`config.mk`:
```
export PLATFORM = sky130hd
export DESIGN_NAME = acpi_seq
export DESIGN_NICKNAME = d
export VERILOG_FILES = /design/src/design/acpi_pkg.sv /design/src/design/acpi_seq.sv
export SDC_FILE = /design/constraint.sdc
export NUM_CORES = 1
export LEC_CHECK = 0
export BUFFER_PORTS_ARGS = -buffer_cell sky130_fd_sc_hd__buf_2
export CAP_MARGIN = 20
export CORE_AREA = 2 2 39 41
export DETAILED_ROUTE_END_ITERATION = 10
export DIE_AREA = 0 0 41 43
export MAX_ROUTING_LAYER = met4
export PLACE_DENSITY = 0.57
export RECOVER_POWER = 25
export SLEW_MARGIN = 10
export SYNTH_ARGS = -nofsm -noshare
export SYNTH_HDL_FRONTEND = slang
export SYNTH_SLANG_ARGS = --single-unit
```
`constraint.sdc`:
```
create_clock -name i_clk -period 2.7 [get_ports i_clk]
set_input_delay 0.27 -clock i_clk [delete_from_list [all_inputs] [get_ports i_clk]]
set_output_delay 0.27 -clock i_clk [all_outputs]
set_load 0.01 [all_outputs]
```
`src/design/acpi_pkg.sv`:
```
package acpi_pkg;

    localparam int DATA_W    = 32;
    localparam int FRAC_W    = 16;
    localparam int GAIN_W    = 24;
    localparam int GAIN_FRAC = 12;
    localparam int HDG_IN_W  = 26;
    localparam int HDG_OUT_W = 25;
    localparam int THR_W     = 23;
    localparam int N_CFG     = 8;
    localparam int CFG_IDX_W = $clog2(N_CFG);
    localparam int A_W       = DATA_W + 1;
    localparam int P_W       = A_W + GAIN_W + 1;
    localparam int ACC_W     = 48;
    localparam int STEP_W    = 4;

    localparam longint ONE_L      = 64'sd1 <<< FRAC_W;
    localparam longint DATA_MAX_L = (64'sd1 <<< (DATA_W - 1)) - 64'sd1;
    localparam longint DATA_MIN_L = -DATA_MAX_L - 64'sd1;

    localparam logic [GAIN_W-1:0] DT_NUM = GAIN_W'(((64'sd1 <<< FRAC_W) + 64'sd50) / 64'sd100);

    localparam logic signed [ACC_W-1:0] ONE_A      = ACC_W'(ONE_L);
    localparam logic signed [ACC_W-1:0] HALF_A     = ACC_W'(ONE_L >>> 1);
    localparam logic signed [ACC_W-1:0] ZERO_A     = '0;
    localparam logic signed [ACC_W-1:0] THR_MAX_A  = ACC_W'(64'sd90 * ONE_L);
    localparam logic signed [ACC_W-1:0] DATA_MAX_A = ACC_W'(DATA_MAX_L);
    localparam logic signed [ACC_W-1:0] DATA_MIN_A = ACC_W'(DATA_MIN_L);

    localparam logic [THR_W-1:0] THR_RESET = THR_W'((64'sd3623 * ONE_L + 64'sd50) / 64'sd100);

    localparam logic signed [HDG_IN_W:0] DEG180 = (HDG_IN_W + 1)'(64'sd180 * ONE_L);
    localparam logic signed [HDG_IN_W:0] DEG360 = (HDG_IN_W + 1)'(64'sd360 * ONE_L);

    typedef enum logic [CFG_IDX_W-1:0] {
        CFG_HEIGHT_P = 3'd0,
        CFG_HEIGHT_I = 3'd1,
        CFG_PITCH_P  = 3'd2,
        CFG_PITCH_I  = 3'd3,
        CFG_ROLL_P   = 3'd4,
        CFG_ROLL_I   = 3'd5,
        CFG_SPEED_P  = 3'd6,
        CFG_SPEED_I  = 3'd7
    } t_cfg_reg;

    localparam logic [GAIN_W-1:0] GAIN_RESET [N_CFG] = '{
        24'd3277, 24'd410, 24'd2048, 24'd205, 24'd6554, 24'd0, 24'd4096000, 24'd6144000
    };

    typedef enum logic [STEP_W-1:0] {
        ST_H_DT = 4'd0,
        ST_H_P  = 4'd1,
        ST_H_I  = 4'd2,
        ST_P_DT = 4'd3,
        ST_P_P  = 4'd4,
        ST_P_I  = 4'd5,
        ST_R_DT = 4'd6,
        ST_R_P  = 4'd7,
        ST_R_I  = 4'd8,
        ST_S_DT = 4'd9,
        ST_S_P  = 4'd10,
        ST_S_I  = 4'd11
    } t_step;

    typedef enum logic [1:0] {
        S_IDLE = 2'd0,
        S_MUL  = 2'd1,
        S_ACC  = 2'd2,
        S_FIN  = 2'd3
    } t_state;

    typedef struct packed {
        logic  idle;
        logic  start;
        logic  mul_en;
        logic  acc_en;
        logic  fin;
        t_step step;
    } t_ctrl;

    function automatic logic signed [ACC_W-1:0] clamp_acc(
        input logic signed [ACC_W-1:0] v,
        input logic signed [ACC_W-1:0] lo,
        input logic signed [ACC_W-1:0] hi
    );
        logic signed [ACC_W-1:0] r;
        r = v;
        if (v > hi) begin
            r = hi;
        end else if (v < lo) begin
            r = lo;
        end
        return r;
    endfunction

    function automatic logic signed [DATA_W-1:0] sat_data(input logic signed [ACC_W-1:0] v);
        logic signed [ACC_W-1:0] c;
        c = clamp_acc(v, DATA_MIN_A, DATA_MAX_A);
        return c[DATA_W-1:0];
    endfunction

endpackage

```
`src/design/acpi_seq.sv`:
```
module acpi_seq import acpi_pkg::*; (
    input  logic  i_clk,
    input  logic  i_rst_n,
    input  logic  i_in_valid,
    input  logic  i_out_free,
    output t_ctrl o_ctrl
);

    t_state r_state, n_state;
    t_step  r_step, n_step;

    always_ff @(posedge i_clk) begin
        if (!i_rst_n) begin
            r_state <= S_IDLE;
            r_step  <= ST_H_DT;
        end else begin
            r_state <= n_state;
            r_step  <= n_step;
        end
    end

    always_comb begin
        n_state       = r_state;
        n_step        = r_step;
        o_ctrl        = '0;
        o_ctrl.step   = r_step;
        unique case (r_state)
            S_IDLE: begin
                o_ctrl.idle = 1'b1;
                if (i_in_valid) begin
                    o_ctrl.start = 1'b1;
                    n_step       = ST_H_DT;
                    n_state      = S_MUL;
                end
            end
            S_MUL: begin
                o_ctrl.mul_en = 1'b1;
                n_state       = S_ACC;
            end
            S_ACC: begin
                o_ctrl.acc_en = 1'b1;
                if (r_step == ST_S_I) begin
                    n_state = S_FIN;
                end else begin
                    n_step  = t_step'(r_step + STEP_W'(1));
                    n_state = S_MUL;
                end
            end
            S_FIN: begin
                if (i_out_free) begin
                    o_ctrl.fin = 1'b1;
                    n_state    = S_IDLE;
                end
            end
            default: begin
                n_state = S_IDLE;
            end
        endcase
    end

endmodule

```
==> summary.md <==
| Metric | Value |
|---|---|
| Run status | `completed` |
| Worst r2r src | `r_step[0]` |
| Via count | `about 320` |
| DR iter-0 viols | `12` |
| Layout cells sized above 1 | `between 20% and 30%` |
| Post-Place Cell Area | `404 sq um` |
| Max Slew Vio Count | `0` |
| Core Region | `~1400 sq um` |
| DRT antenna net count | `0` |
| Synth top area share | `roughly 36%` |
| DRC | `0` |
| Setup crit end kind | `primary output` |
| Worst Hold End | `r_step[3]` |
| Maxcap violations | `0` |
| Vias per cell | `4.82` |
| Hold path cells | `2` |
| Ant diodes | `0` |
| Final Core Density | `between 30 and 40%` |
| # port buffers | `12` |
| Syn-to-layout area delta | `27.4%` |
| Vias in the first global route | `around 250` |
| Clk pin slew, worst setup/hold paths | `~50 ps` |
| RePlAce Congestion | `0.724` |
| Sequential-to-total area share from yosys stat | `36.1%` |
| Fin nets | `58` |
| Total CTS buffers | `3` |
| Worst R2R End | `r_step[2]` |
| Fin crit share | `51.4%` |
| Synth cell types | `24` |
| Worst min path class | `in -> reg` |
| Cell area after layout | `424 sq um` |
| Unrepaired setup endpoints after global routing | `no` |
| Maximum number of pins on one net before global-route repair | `10` |
| Synthesized area | `333 sq um` |
| Largest fanout on the critical path | `9` |
| Gr usage total | `approximately a tenth` |
| Fmax | `between 700 and 800 MHz` |
| CTS Buffer Depth | `2` |
| Starting Density | `between 20% and 30%` |
| Fin. Hold Viols | `0` |
| Hold-fix buffers, CTS | `0` |
| Synth area leaders | `dfxtp_1, mux2i_1, nor2b_1, and3_1, ha_1` |
| CP Launch Type | `flop` |
| Yosys warns | `0` |
| Avg WL per Cell | `11.0 um` |
| WP data required | `between 2000 and 2500 ps` |
| H-tree depth | `1` |
| Post-Syn Instances | `38` |
| Congestion Overflow GR | `0` |
| Kind of critical path | `reg -> out` |
| Die Width | `41 um` |
| First-pass GRT wire length | `around 1100 um` |
| Final Critical Period | `approximately 1400 ps` |
| Final worst slack | `around 1300 ps` |
| Leak Pwr | `just under 0.2 nW` |
| R2R Setup Slk | `roughly 1400 ps` |
| Initial antenna violation count | `0` |
| Clock latency on the worst-skew pair | `250 ps` |
| Post-route setup TNS | `0 ps` |
| Area leader, netlist | `dfxtp_1` |
| Most common cell after layout, fill and taps aside | `buf_2` |
| Clock Sinks | `6` |
| Most frequent cells in the layout | `buf_2, dfxtp_1, nor2b_1, nand2_1, clkbuf_4` |
| R2R cell count | `4` |
| Top-Level Pins | `13` |
| Hold Path Origin | `i_rst_n` |
| Power density over the cells | `487 nW/um^2` |
| Die Area | `1760 sq um` |
| Clock skew | `about 6.2 ps` |
| Pre-CTS setup slack | `roughly 1400 ps` |
| Critical Path AT | `roughly 1100 ps` |
| Cell row count | `14` |
| Peak supply drop | `between 0.1 and 0.15 mV` |
| # resized after CTS | `0` |
| # setup viols final | `0` |
| Least-Margin Pin Slew | `280 ps` |
| Final Routed Wirelength | `roughly 740 um` |
| Post-CTS Setup Bufs | `0` |
| Synthesized flop and latch total | `6` |
| 1st-pass router iterations | `4` |
| Rel. slew slack | `~81%` |
| CTS tree | `built` |
| Mean cell area of the mapped netlist | `8.76 sq um` |
| Die height | `~43 um` |
| Tot Pwr | `between 0.2 and 0.25 mW` |
| Clk root buf | `clkbuf_4` |
| Syn_nets | `43` |
worst max-delay path, cell delays in order (launching register included):
cell     delay (ps)
dfxtp_1         470
and2b_1         250
buf_2           160
worst max-delay path by stage:
stage,startpoint,endpoint,cells after the start
2_1_floorplan,r_step[0],r_step[2],4
3_3_place_gp,r_step[0],r_step[2],4
3_5_place_dp,r_step[0],r_step[2],4
4_1_cts,r_state[1],o_ctrl[5],2
5_1_grt,r_step[0],r_step[2],4
6_report,r_state[1],o_ctrl[5],2
Yosys cell counts (all sizes together):
master  instances
a21oi           1
a31o            1
a41o            1
a41oi           1
and2            1
and2b           1
and3            2
buf             1
clkbuf          1
dfxtp           6
ha              1
inv             2
mux2i           2
nand2           3
nand3           2
nand3b          1
nor2            2
nor2b           3
nor3b           1
o21a            1
o21ai           1
o21bai          1
o221a           1
or4b            1
registers in the layout (all words and copies together), names as in the netlist:
register	count
r_step	4
r_state	2
metal layers:
metal  GRT usage [%]  vias to the layer above  part of all wire (%)
met5               -                        -                     0
met4            6.00                        0                   1.1
met3            2.09                        2                    10
met2            11.3                       15                    42
met1            14.7                      142                    46
li1                -                      164                     -
kinds of logic (layout without fill, tap and decap cells):
group                      Yosys count  count (layout)  synth area share, %
and+or+nand+nor                     17              17                 29.7
buffers and inverters                4              17                 4.89
adders and majority gates            1               1                 3.76
muxes                                2               2                 6.02
AOI/OAI and AO/OA                    8               8                 19.5
DFF                                  6               6                 36.1
per-stage QoR:
step	instances	hold slack [ps]
final	67	341
after global routing	67	350
after CTS	67	348
after floorplan	38	488
after detailed placement	64	492
after global placement	64	475
layout make-up:
| cell class | count | area (sq um) |
|---|---|---|
| multi-input combinational | 28 | 196 |
| fill | 155 | 960 |
| timing repair buffer | 12 | 57.6 |
| clock buffer | 3 | 22.5 |
| sequential | 6 | 120 |
| tap | 16 | 20.0 |
| inverter | 2 | 7.51 |
power breakdown:
group	switching, mW	internal, mW	leakage [nW]
Sequential	0.00417	0.0911	0.0487
Combinational	0.0135	0.0130	0.134
Clock	0.0344	0.0504	0.0138
Power figures use the tool's default switching activity.
